===== src/hdl/hlt_pkg.sv =====
package hlt_pkg;

  // Field and counter widths fixed by the block's interface
  localparam int TIME_W = 32;
  localparam int AVG_W  = 16;
  localparam int CMD_W  = 2;

  // Parameter defaults
  localparam int DEF_MAX_BEATS = 32;
  localparam int DEF_ID_BITS   = 17;

  // Reset value of the alive limit
  localparam logic [AVG_W-1:0] LIMIT_RESET = 16'd1000;

  // Input command codes
  typedef enum logic [CMD_W-1:0] {
    CMD_TICK  = 2'd0,
    CMD_SEND  = 2'd1,
    CMD_ACK   = 2'd2,
    CMD_QUERY = 2'd3
  } cmd_t;

  // Sequencer states
  typedef enum logic [1:0] {
    S_IDLE,
    S_SUM,
    S_DIV,
    S_DONE
  } state_t;

  // Per-beat control broadcast to every cell
  typedef struct packed {
    logic send;
    logic ack;
  } cell_ctl_t;

endpackage


===== src/hdl/hlt_divider.sv =====
module hlt_divider #(
  parameter int SUM_W = 37,
  parameter int CNT_W = 6
) (
  input  logic             clk,
  input  logic             rst,
  input  logic             start,
  input  logic [SUM_W-1:0] dividend,
  input  logic [CNT_W-1:0] divisor,
  output logic             done,
  output logic [SUM_W-1:0] quotient
);
  import hlt_pkg::*;

  localparam int STEP_W = $clog2(SUM_W + 1);

  logic              busy;
  logic [STEP_W-1:0] steps;
  logic [SUM_W-1:0]  dvd;
  logic [CNT_W-1:0]  dsr;
  logic [CNT_W-1:0]  rem;
  logic [CNT_W:0]    rem_sh;
  logic              qbit;

  // One restoring step: shift in the next dividend bit, subtract if it fits
  assign rem_sh   = {rem, dvd[SUM_W-1]};
  assign qbit     = (rem_sh >= {1'b0, dsr});
  assign quotient = dvd;

  // Sequence the steps
  always_ff @(posedge clk) begin
    if (rst) begin
      busy <= 1'b0;
      done <= 1'b0;
    end else begin
      done <= 1'b0;
      if (start) begin
        busy  <= 1'b1;
        steps <= STEP_W'(SUM_W);
      end else if (busy) begin
        steps <= steps - 1'b1;
        if (steps == STEP_W'(1)) begin
          busy <= 1'b0;
          done <= 1'b1;
        end
      end
    end
  end

  // Shift quotient bits into the dividend register
  always_ff @(posedge clk) begin
    if (start) begin
      dvd <= dividend;
      dsr <= divisor;
      rem <= '0;
    end else if (busy) begin
      dvd <= {dvd[SUM_W-2:0], qbit};
      rem <= qbit ? CNT_W'(rem_sh - {1'b0, dsr}) : rem_sh[CNT_W-1:0];
    end
  end

endmodule


===== config.mk =====
export PLATFORM = sky130hd
export DESIGN_NAME = hlt_divider
export DESIGN_NICKNAME = d
export VERILOG_FILES = /design/src/hdl/hlt_pkg.sv /design/src/hdl/hlt_divider.sv
export SDC_FILE = /design/constraint.sdc
export NUM_CORES = 1
export LEC_CHECK = 0
export BUFFER_PORTS_ARGS = -buffer_cell sky130_fd_sc_hd__buf_2
export CAP_MARGIN = 20
export CORE_ASPECT_RATIO = 1.4
export CORE_MARGIN = 3
export CORE_UTILIZATION = 55
export CTS_CLUSTER_DIAMETER = 30
export DETAILED_ROUTE_END_ITERATION = 12
export PLACE_DENSITY = 0.91
export SYNTH_ARGS = -nofsm -noshare
export SYNTH_HDL_FRONTEND = slang
export SYNTH_SLANG_ARGS = --single-unit

===== constraint.sdc =====
create_clock -name clk -period 5.05 [get_ports clk]
set_input_delay 0.2525 -clock clk [delete_from_list [all_inputs] [get_ports clk]]
set_output_delay 0.2525 -clock clk [all_outputs]
set_load 0.1 [all_outputs]

==> flow_metrics.env <==
export IMPL_drt_iter0_markers=120
export IMPL_multi_input_area_sq_um=979.7
export IMPL_critical_path_top_delay_family="compound AO/OA/AOI/OAI gates"
export IMPL_synthMostInstantiatedCell="edfxtp_1"
export IMPL_antenna_found_initial=0
export IMPL_netlist_area_sq_um=2694
export IMPL_path_cells="inv_1, ha_1, a21o_1, a211o_1, a41o_1, or4b_1, o311ai_1"
export IMPL_yosys_most_used_dff="edfxtp_1"
export IMPL_vdd_drop_max_uv=356.2
export IMPL_status="finished, final reports clean"
export IMPL_final_setup_tns_ns=0
export IMPL_slew_viol_final=0
export IMPL_path_max_fanout=10
export IMPL_layout_nets=336
export IMPL_worstSetupEndpointType="flop"
export IMPL_reg2reg_setup_slack_ns=2.77
export IMPL_dieArea_sq_um=5785
export IMPL_start_util_pct=58.00
export IMPL_dpl_cell_area_sq_um=3164
export IMPL_dieWidth_um=65.15
export IMPL_clk_pin_slew_ns=0.07
export IMPL_p_leak_nw=1.454
export IMPL_drv_cap=0
export IMPL_antenna_cells=0
export IMPL_ios=84
export IMPL_cts_sinks=57
export IMPL_cts_resized=0
export IMPL_fin_skew_ns=0.01183
export IMPL_cpPeakStageDelay_ns=0.53
export IMPL_post_route_period_util_pct=45.22
export IMPL_cts_tree="yes"
export IMPL_clk_latency_ns=0.34
export IMPL_syn_to_final_growth_pct=26.10
export IMPL_finalSetupViolations=0
export IMPL_grt_max_degree=48
export IMPL_start_kind="flop"
export IMPL_synth_edf_count=49
export IMPL_fp_row_count=29
export IMPL_tightestPinTransition_ns=0.5632
export IMPL_cts_buffer_depth=2
export IMPL_synth_top_cell_area_share_pct=54.62
export IMPL_worst_ep_required_time_ns=5.27
export IMPL_postCtsHoldBufs=0
export IMPL_detail_route_antenna_nets=0
export IMPL_maxSlewHeadroom_pct=62.45
export IMPL_synth_top_area_cell="edfxtp_1"
export IMPL_finalCriticalPeriod_ns=2.283
export IMPL_dr_pass1_iters=4
export IMPL_cp_num_buf_inv=1
export IMPL_synth_cells=192
export IMPL_wl_um=7102
export IMPL_fillers=297
export IMPL_die_h_um=88.81
export IMPL_synth_nets=248
export IMPL_synth_cell_types=34
export IMPL_grt_pass1_vias=2035
export IMPL_async_flop_share_pct=0
export IMPL_post_cts_buffers=0
export IMPL_cts_max_level=3
export IMPL_cts_root_buf="clkbuf_8"
export IMPL_finalHoldViolCount=0
export IMPL_critPathKind="reg2reg"
export IMPL_synth_seq_cells=57
export IMPL_drive_gt1_share_pct=48.42
export IMPL_remaining_drc_errors=0
export IMPL_grt_pass1_wl_um=10920
export IMPL_avgViaCountPerCell=5.559
export IMPL_grt_overflow=0
export IMPL_rsz0062_at_grt="false"
export IMPL_gp_congestion=0.7874
export IMPL_arrival_ns=2.50
export IMPL_port_buffers=83
export IMPL_ys_warn_count=0
export IMPL_p_per_area_nw_per_um2=456.5
export IMPL_synth_area_top_cells="edfxtp_1 (55%), mux2_2 (16%), dfxtp_1 (5.9%)"
export IMPL_vias=1929
export IMPL_numCtsBuffers=9
export IMPL_synth_commonest_cells="edfxtp_1 (49), mux2_2 (38), nor2_1 (16), inv_1 (12), ha_1 (9)"
export IMPL_grt_usage_pct=26.42
export IMPL_detailed_place_hpwl_um=3980
export IMPL_fmax_mhz=437.9
export IMPL_core_sq_um=4644
export IMPL_final_area_sq_um=3397
export IMPL_worstHoldPathType="in2reg"
export IMPL_yosysSeqAreaShare_pct=60.57
export IMPL_cp_slowest_cell="or4b_1"
export IMPL_ff_latch_area_sq_um=1632
export IMPL_wl_per_cell_um=20.47
export IMPL_syn_area_per_cell_sq_um=14.03
## power by group
| group | internal, W | switching [W] | leakage, nW |
|---|---|---|---|
| logic | 0.000101 | 0.000330 | 0.782 |
| registers | 0.000568 | 0.0000316 | 0.552 |
| clock network | 0.000324 | 0.000197 | 0.120 |
## metal layers
metal | routed length [um] | vias to the layer above | global-route usage (%)
met5 | 0 | - | 0
met4 | 124 | 0 | 9.245
met3 | 551 | 15 | 9.276
met2 | 3775 | 83 | 44.32
met1 | 2651 | 945 | 31.76
li1 | - | 886 | -
## placed cells by master (no fill, tap or decap), drive strengths merged, types with 3 or more instances in the layout
cell type  count
a21oi          5
xnor2          3
inv           12
clkinv         4
ha             9
o21ai          4
xor2           3
buf           85
edfxtp        49
nand2b         4
bufinv         3
mux2i          3
nand2          4
a211oi         5
clkbuf         9
nor3b          3
dfxtp          8
nor2          16
mux2          38
## path summary, 6_finish.rpt
| path | start | to | cells past startpoint |
|---|---|---|---|
| setup / recovery | dsr[4]$_DFFE_PP_ | rem[0]$_SDFFE_PP0P_ | 7 |
| hold / removal | divisor[4] | dsr[4]$_DFFE_PP_ | 1 |
| setup reg to reg | dsr[4]$_DFFE_PP_ | rem[0]$_SDFFE_PP0P_ | 7 |
| hold reg to reg | rem[5]$_SDFFE_PP0P_ | rem[5]$_SDFFE_PP0P_ | 2 |
## flip-flops by register name, summed over array words and instances, names as in the netlist
register  cells
busy          1
done          1
dsr           6
quotient     37
rem           6
steps         6
## layout make-up
cell class	instances	area share [%]
timing repair buffer	85	12.67
tap	62	2.284
multi-input combinational	115	28.84
sequential	57	48.03
inverter	12	1.326
clock buffer	9	3.646
clock inverter	7	3.204
## cell families (layout without fill, tap and decap cells)
logic type | count (synthesis) | after routing | share of synthesized area (%)
AO/OA/AOI/OAI | 21 | 21 | 5.203
XOR/XNOR | 6 | 6 | 1.951
adder cells (fa/ha/maj) | 10 | 10 | 4.923
buffers and inverters | 20 | 113 | 3.066
flip-flops | 57 | 57 | 60.57
multiplexers | 41 | 41 | 17.00
AND/OR/NAND/NOR | 37 | 37 | 7.292
## worst reg2reg max path: cells and delay by family, from the launching register on
family	cells	cell delay, ns
simple gates	1	0.53
buf+inv	1	0.04
compound gates	4	0.94
fa+ha+maj	1	0.35
flops	1	0.32
## per-stage QoR
stage	power [W]	setup WS, ns	hold WS (ns)	utilization, %	std cells
after global placement	0.001014	2.895	0.4300	68.13	331
after detailed placement	0.001025	2.843	0.4307	68.13	331
after global routing	0.001594	2.706	0.08499	73.14	347
after floorplan	0.0009512	2.451	0.3310	-	192
after CTS	0.001551	2.775	0.08431	73.14	347
final	0.001551	2.767	0.09272	73.14	347
Power figures use the tool's default switching activity.
