## src/hdl/hlt_pkg.sv

```systemverilog
package hlt_pkg;

  // Field and counter widths fixed by the block's interface
  localparam int TIME_W = 32;
  localparam int AVG_W  = 16;
  localparam int CMD_W  = 2;

  // Parameter defaults
  localparam int DEF_MAX_BEATS = 32;
  localparam int DEF_ID_BITS   = 17;

  // Reset value of the alive limit
  localparam logic [AVG_W-1:0] LIMIT_RESET = 16'd1000;

  // Input command codes
  typedef enum logic [CMD_W-1:0] {
    CMD_TICK  = 2'd0,
    CMD_SEND  = 2'd1,
    CMD_ACK   = 2'd2,
    CMD_QUERY = 2'd3
  } cmd_t;

  // Sequencer states
  typedef enum logic [1:0] {
    S_IDLE,
    S_SUM,
    S_DIV,
    S_DONE
  } state_t;

  // Per-beat control broadcast to every cell
  typedef struct packed {
    logic send;
    logic ack;
  } cell_ctl_t;

endpackage

```

## src/hdl/hlt_cell.sv

```systemverilog
module hlt_cell #(
  parameter int ID_BITS = 17,
  parameter int SUM_W   = 37,
  parameter int CNT_W   = 6,
  parameter int SLOT_W  = 5,
  parameter int IDX     = 0
) (
  input  logic                      clk,
  input  logic                      rst,
  input  hlt_pkg::cell_ctl_t        ctl,
  input  logic [SLOT_W-1:0]         slot,
  input  logic [ID_BITS-1:0]        id_in,
  input  logic [hlt_pkg::TIME_W-1:0] now_ms,
  input  logic [SUM_W-1:0]          sum_in,
  input  logic [CNT_W-1:0]          cnt_in,
  output logic [SUM_W-1:0]          sum_out,
  output logic [CNT_W-1:0]          cnt_out
);
  import hlt_pkg::*;

  logic               valid;
  logic               done;
  logic [ID_BITS-1:0] id;
  logic [TIME_W-1:0]  start;
  logic [TIME_W-1:0]  latency;
  logic [TIME_W-1:0]  contrib;
  logic [TIME_W-1:0]  elapsed;
  logic               hit;
  logic               match;

  assign elapsed = now_ms - start;
  assign hit     = ctl.send && (slot == SLOT_W'(IDX));
  assign match   = ctl.ack && valid && !done && (id == id_in);

  // Track occupancy and completion
  always_ff @(posedge clk) begin
    if (rst) begin
      valid <= 1'b0;
      done  <= 1'b0;
    end else if (hit) begin
      valid <= 1'b1;
      done  <= 1'b0;
    end else if (match) begin
      done <= 1'b1;
    end
  end

  // Store entry payload
  always_ff @(posedge clk) begin
    if (hit) begin
      id    <= id_in;
      start <= now_ms;
    end
    if (match) begin
      latency <= elapsed;
    end
  end

  // Register this entry's share, then add it onto the running sum
  always_ff @(posedge clk) begin
    if (!valid) begin
      contrib <= '0;
    end else if (done) begin
      contrib <= latency;
    end else begin
      contrib <= elapsed;
    end
    sum_out <= sum_in + SUM_W'(contrib);
    cnt_out <= cnt_in + CNT_W'(valid);
  end

endmodule

```

## config.mk

```make
export PLATFORM = sky130hd
export DESIGN_NAME = hlt_cell
export DESIGN_NICKNAME = d
export VERILOG_FILES = /design/src/hdl/hlt_pkg.sv /design/src/hdl/hlt_cell.sv
export SDC_FILE = /design/constraint.sdc
export NUM_CORES = 1
export LEC_CHECK = 0
export BUFFER_PORTS_ARGS = -buffer_cell sky130_fd_sc_hd__buf_2
export CAP_MARGIN = 5
export CELL_PAD_IN_SITES_DETAIL_PLACEMENT = 2
export CELL_PAD_IN_SITES_GLOBAL_PLACEMENT = 2
export CORE_MARGIN = 2
export CORE_UTILIZATION = 36
export CTS_BUF_LIST = sky130_fd_sc_hd__clkbuf_16
export DETAILED_ROUTE_END_ITERATION = 12
export GPL_TIMING_DRIVEN = 0
export PLACE_DENSITY = 0.8
export SLEW_MARGIN = 0
export SYNTH_ARGS = -nofsm -noshare
export SYNTH_HDL_FRONTEND = slang
export SYNTH_SLANG_ARGS = --single-unit
```

## constraint.sdc

```tcl
create_clock -name clk -period 7.05 [get_ports clk]
set_input_delay 0.705 -clock clk [delete_from_list [all_inputs] [get_ports clk]]
set_output_delay 0.705 -clock clk [all_outputs]
set_load 0.02 [all_outputs]
```

==> flow_metrics.py, run 1 <==
metrics = {
    "synthesis": {
        "ys.flop_type": "edfxtp_1",
        "avgSynthCellArea_um2": 10.2,
        "synth_seq_area_share_pct": 45.8,
        "netlist_top_cells_area": "edfxtp_1 (28%), dfxtp_1 (18%), ha_1 (9.4%)",
        "synth_area_um2": 8680,
        "yosysWarningCount": 0,
        "synth.distinct_cells": 67,
        "syn_inst": 852,
        "async_flop_share_pct": 0,
        "synth_edf_count": 81,
        "synth_top_area_share_pct": 28.0,
        "synth_fp_nets": 1020,
        "synth_seq_cells": 158,
        "synth_top_area_cell": "edfxtp_1",
    },
    "route": {
        "num_vias": 6928,
        "drc": 0,
        "drt_iter0_drc": 183,
        "via_per_inst": 5.11,
        "first_pass_iters": 4,
        "ant_nets": 0,
        "routedWlPerCell_um": 17.6,
        "routed_wl_um": 23900,
    },
    "setup_path": {
        "cp.depth": 12,
        "critPathBufInv": 2,
        "cp.arrival_ps": 3390,
        "critPathCaptureType": "register",
        "cp_max_fo": 5,
        "cpLargestDelayFamily": "compound AO/OA/AOI/OAI gates",
        "critical_path.cell_chain": "buf_2 -> inv_1 -> ha_1 -> fa_1 -> nor2b_1 -> o21bai_1 -> a21oi_4 -> a31oi_2 -> o31a_1 -> o41ai_4 -> nor2_1 -> a221o_1",
        "cp-start-kind": "primary input",
        "crit_slowest_cell": "fa_1",
        "reg2reg_depth": 10,
        "slowest_delay_ps": 410,
        "critPathRequiredTime_ps": 7350,
        "worstSetupPathType": "in -> reg",
    },
    "finish": {
        "area_growth_pct": 21.1,
        "final_common_cell": "buf_2",
        "mostFrequentLayoutCells": "buf_2 (146), edfxtp_1 (81), dfxtp_1 (77), a21oi_1 (66), ha_1 (65)",
        "layout-drive-gt1-share_pct": 19.5,
        "finish.net_count": 1190,
        "utilization_pct": 44.6,
    },
    "cts": {
        "cts.reportedPaths.clkPinSlew_ps": 70,
        "cts-hold-fix-buffers": 0,
        "clkSinkCount": 158,
        "cts_buffers": 17,
        "clockBufferDepth": 2,
        "cts_setup_buffers": 0,
        "cts_tree": "yes",
        "clkLatencyLatePin_ps": 430,
        "h-tree-depth": 4,
        "post_cts_resized": 0,
        "clock-root-buffer": "clkbuf_16",
    },
    "floorplan": {
        "core_um2": 23500,
        "start_util_pct": 36.9,
        "io_pins": 144,
        "num_rows": 56,
        "die_area_um2": 25400,
        "die_w_um": 159,
        "die_y_um": 159,
    },
    "sta": {
        "tightest_slew_ps": 714,
        "drv_slew": 0,
        "rsz0062_at_grt": "no",
        "setup_viol": 0,
        "max_freq_mhz": 324,
        "fin_crit_sh_pct": 43.8,
        "skew_ps": 11.9,
        "hold_viol_final": 0,
        "period_needed_ps": 3090,
        "setup_ws_ps": 3960,
        "tns_ps": 0,
        "max_slew_margin_pct": 52.4,
    },
    "global_routing": {
        "antenna_found_initial": 1,
        "grt_max_degree": 17,
        "grt_usage_pct": 19.3,
        "grt_pass1_wl_um": 39800,
        "overflow": 0,
        "grt_pass1_vias": 7704,
    },
    "flow_run": {
        "cap_viol_max_count": 0,
    },
    "placement": {
        "gp_congestion": 0.806,
        "portBuffers": 143,
        "dp_hpwl_um": 19000,
        "dpl_worst_slack_ps": 3520,
    },
    "min_path": {
        "holdPathStages": 2,
        "hold_path_class": "in -> reg",
    },
    "power": {
        "total_power_mw": 2.25,
        "power_leakage_nw": 4.57,
        "ir_drop_uv": 138,
        "power_density_nw_per_um2": 215,
    },
    "outcome": {
        "status": "complete, no violations",
    },
}
cell type report:
| type | count | area, um^2 |
|---|---|---|
| diodes | 1 | 2.50 |
| plain buffers | 28 | 109 |
| clock buffers | 17 | 425 |
| clock inverters | 15 | 194 |
| fillers | 2619 | 13000 |
| inverters | 55 | 206 |
| multi-input cells | 611 | 4400 |
| flip-flops and latches | 158 | 3970 |
| well taps | 319 | 399 |
| repair buffers | 151 | 795 |
routing by layer:
layer / vias to the layer above / track usage, % / share of wire (%)
met4: 0 / 5.17 / 1.4
met3: 25 / 3.26 / 3.3
met1: 3358 / 24.5 / 46
met5: - / 0 / 0
li1: 3423 / - / -
met2: 122 / 34.1 / 50
cells in the mapped netlist (all sizes together), types with 12 or more instances:
| cell type | number |
|---|---|
| clkbuf | 22 |
| xor2 | 24 |
| a21oi | 68 |
| nor2 | 45 |
| nor2b | 23 |
| dfxtp | 77 |
| ha | 65 |
| a21o | 30 |
| and2 | 15 |
| o21bai | 15 |
| inv | 55 |
| o21ai | 35 |
| nor3 | 12 |
| edfxtp | 81 |
| xnor2 | 55 |
| nand3 | 16 |
| mux2i | 15 |
| nand4 | 18 |
| nand2 | 59 |
final timing paths:
| check | start | end | slack, ps |
|---|---|---|---|
| setup / recovery | now_ms[0] | contrib[30]$_SDFF_PN0_ | 3960 |
| hold / removal | sum_in[36] | sum_out[36]$_DFF_P_ | 460 |
| setup reg to reg | start[0]$_DFFE_PP_ | contrib[30]$_SDFF_PN0_ | 3990 |
| hold reg to reg | latency[26]$_DFFE_PP_ | contrib[26]$_SDFF_PN0_ | 470 |
flip-flops by register name (all words and copies together) (netlist names):
register	count
cnt_out	6
contrib	32
done	1
id	17
latency	32
start	32
sum_out	37
valid	1
power by group:
group	switching, mW	internal [mW]
clock	0.386	0.593
sequential	0.00520	0.991
combinational	0.170	0.109
per-stage QoR:
step                      instances  instance area [um^2]  hold slack [ps]
final                          1355                 10500              463
after global routing           1355                 10500              458
after CTS                      1354                 10500              449
after detailed placement       1322                  9880              448
after global placement         1314                  9790              430
after floorplan                 852                  8680              420
cells by family after synthesis:
| kind of cell | Yosys count | synth area share [%] |
|---|---|---|
| multiplexers | 16 | 1.86 |
| adder cells (fa/ha/maj) | 67 | 9.83 |
| AO/OA/AOI/OAI | 225 | 17.9 |
| flip-flops | 158 | 45.8 |
| AND/OR/NAND/NOR | 224 | 13.0 |
| buffers and inverters | 83 | 3.63 |
| XOR/XNOR | 79 | 7.97 |
Power figures use the tool's default switching activity.
==> run 2: changes to the inputs <==
Clock period 7.05 ns to 2.85 ns, I/O delays scaled along.
==> flow_metrics.py, run 2 (synthesized netlist as in run 1, its figures left out) <==
metrics = {
    "sta": {
        "tns_ps": 0,
        "period_needed_ps": 2830,
        "timing.hold.ws_ps": 36.6,
        "hold_viol_final": 0,
        "setup_viol": 0,
        "skew_ps": 10.7,
        "max_slew_margin_pct": 38.5,
        "drv_slew": 0,
        "max_freq_mhz": 354,
        "rsz0062_at_grt": "yes",
        "fin_crit_sh_pct": 99.1,
        "tightest_slew_ps": 919,
    },
    "setup_path": {
        "crit_end": "contrib[30]$_SDFF_PN0_",
        "crit_path_start": "start[0]$_DFFE_PP_",
        "worstSetupPathType": "reg -> reg",
        "r2r-end": "contrib[30]$_SDFF_PN0_",
        "critPathCaptureType": "register",
        "ff2ff_setup_slack_ps": 20,
        "reg2reg_depth": 10,
        "cp-start-kind": "register",
        "r2r-start": "start[0]$_DFFE_PP_",
        "critPathRequiredTime_ps": 3160,
        "cp.arrival_ps": 3140,
        "cp_max_fo": 3,
    },
    "cts": {
        "clkLatencyLatePin_ps": 430,
        "cts_tree": "yes",
        "clkSinkCount": 158,
        "h-tree-depth": 4,
        "cts.reportedPaths.clkPinSlew_ps": 60,
        "cts_buffers": 17,
        "clock-root-buffer": "clkbuf_16",
        "clockBufferDepth": 2,
    },
    "route": {
        "routed_wl_um": 24600,
        "num_vias": 6991,
        "routedWlPerCell_um": 18.1,
        "drc": 0,
        "first_pass_iters": 4,
        "via_per_inst": 5.14,
        "ant_nets": 0,
        "drt_iter0_drc": 232,
    },
    "finish": {
        "final_common_cell": "buf_2",
        "multi_input_area_um2": 4530,
        "n_fill_cell": 2549,
        "largest_reg_flops": 37,
        "fin_area_um2": 10700,
        "mostFrequentLayoutCells": "buf_2 (146), edfxtp_1 (81), dfxtp_1 (77), ha_1 (64), a21oi_1 (61)",
        "top_register": "sum_out",
        "area_growth_pct": 23.2,
        "num_antenna_cells": 0,
        "finish.net_count": 1196,
        "regArea_um2": 3970,
        "layout-drive-gt1-share_pct": 21.7,
    },
    "power": {
        "power_switching_mw": 1.39,
        "power_leakage_nw": 4.65,
        "power_frac_seq_pct": 44.6,
        "p_int_mw": 4.14,
        "power_density_nw_per_um2": 517,
        "clkPwrFrac_pct": 42.3,
        "p_sw_share_pct": 25.1,
        "power_frac_comb_pct": 13.1,
        "ir_drop_uv": 359,
    },
    "global_routing": {
        "grt_usage_pct": 19.6,
        "antenna_found_initial": 0,
        "grt_max_degree": 19,
        "grt_pass1_vias": 7793,
        "grt_pass1_wl_um": 40000,
        "overflow": 0,
    },
    "min_path": {
        "holdPathStages": 2,
        "hold_path_class": "in -> reg",
    },
    "floorplan": {
        "core_um2": 23500,
        "num_rows": 56,
        "die_y_um": 159,
        "start_util_pct": 36.9,
        "die_w_um": 159,
        "io_pins": 144,
        "die_area_um2": 25400,
    },
    "flow_run": {
        "cap_viol_max_count": 0,
    },
    "placement": {
        "portBuffers": 143,
        "gp_congestion": 0.805,
        "dp_hpwl_um": 19200,
        "post_dp_cell_area_um2": 9880,
    },
    "outcome": {
        "status": "complete, no violations",
    },
}
==> run 2: critical path: stages (launching register included) <==
cell	delay, ps
edfxtp_1	410
ha_4	200
fa_2	410
nor2b_4	160
o21bai_4	90
a21oi_4	190
a31oi_4	120
o31a_1	380
o41ai_4	340
nor2_1	110
a221o_1	280
==> run 2: through the flow <==
stage	setup slack (ps)	instances	utilization (%)	power, mW
after global routing	-78.5	1359	45.4	5.75
after CTS	0.0260	1352	44.7	5.57
after global placement	-666	1314	41.7	3.17
after floorplan	202	852	-	2.94
final	24.4	1359	45.4	5.52
after detailed placement	-295	1318	42.0	3.21
==> run 2: how the worst min path moves through the flow <==
stage / start / to / slack, ps
final: rst / valid$_SDFFE_PP0P_ / 40
after global routing: sum_in[36] / sum_out[36]$_DFF_P_ / 30
after CTS: cnt_in[5] / cnt_out[5]$_DFF_P_ / 20
after detailed placement: latency[23]$_DFFE_PP_ / contrib[23]$_SDFF_PN0_ / 450
after global placement: contrib[0]$_SDFF_PN0_ / sum_out[0]$_DFF_P_ / 440
after floorplan: rst / valid$_SDFFE_PP0P_ / 360
==> run 2: per-layer routing <==
layer / global-route usage [%] / part of all wire [%]
met1: 24.6 / 46
met2: 34.6 / 50
met3: 3.10 / 2.9
met4: 5.99 / 1.6
met5: 0 / 0
==> run 2: power by group through the flow <==
stage	clock (mW)	combinational (mW)	sequential [mW]
4_1_cts	2.40	0.709	2.46
2_1_floorplan	0	0.376	2.57
6_report	2.34	0.724	2.46
5_1_grt	2.48	0.800	2.47
3_3_place_gp	0	0.656	2.51
3_5_place_dp	0	0.692	2.51
==> run 2: repair_timing <==
item,in CTS,in global routing
hold buffers,0,0
setup buffers,3,8
endpoints found under the setup margin,9,35
pin swaps,3,12
resized for setup,6,21
==> run 2: layout make-up <==
class                   count  area share, %
multi-input cells         611           42.4
flip-flops and latches    158           37.2
repair buffers            158           8.11
clock buffers              21           4.92
well taps                 319           3.73
inverters                  55           1.93
plain buffers              27          0.983
clock inverters            10          0.761
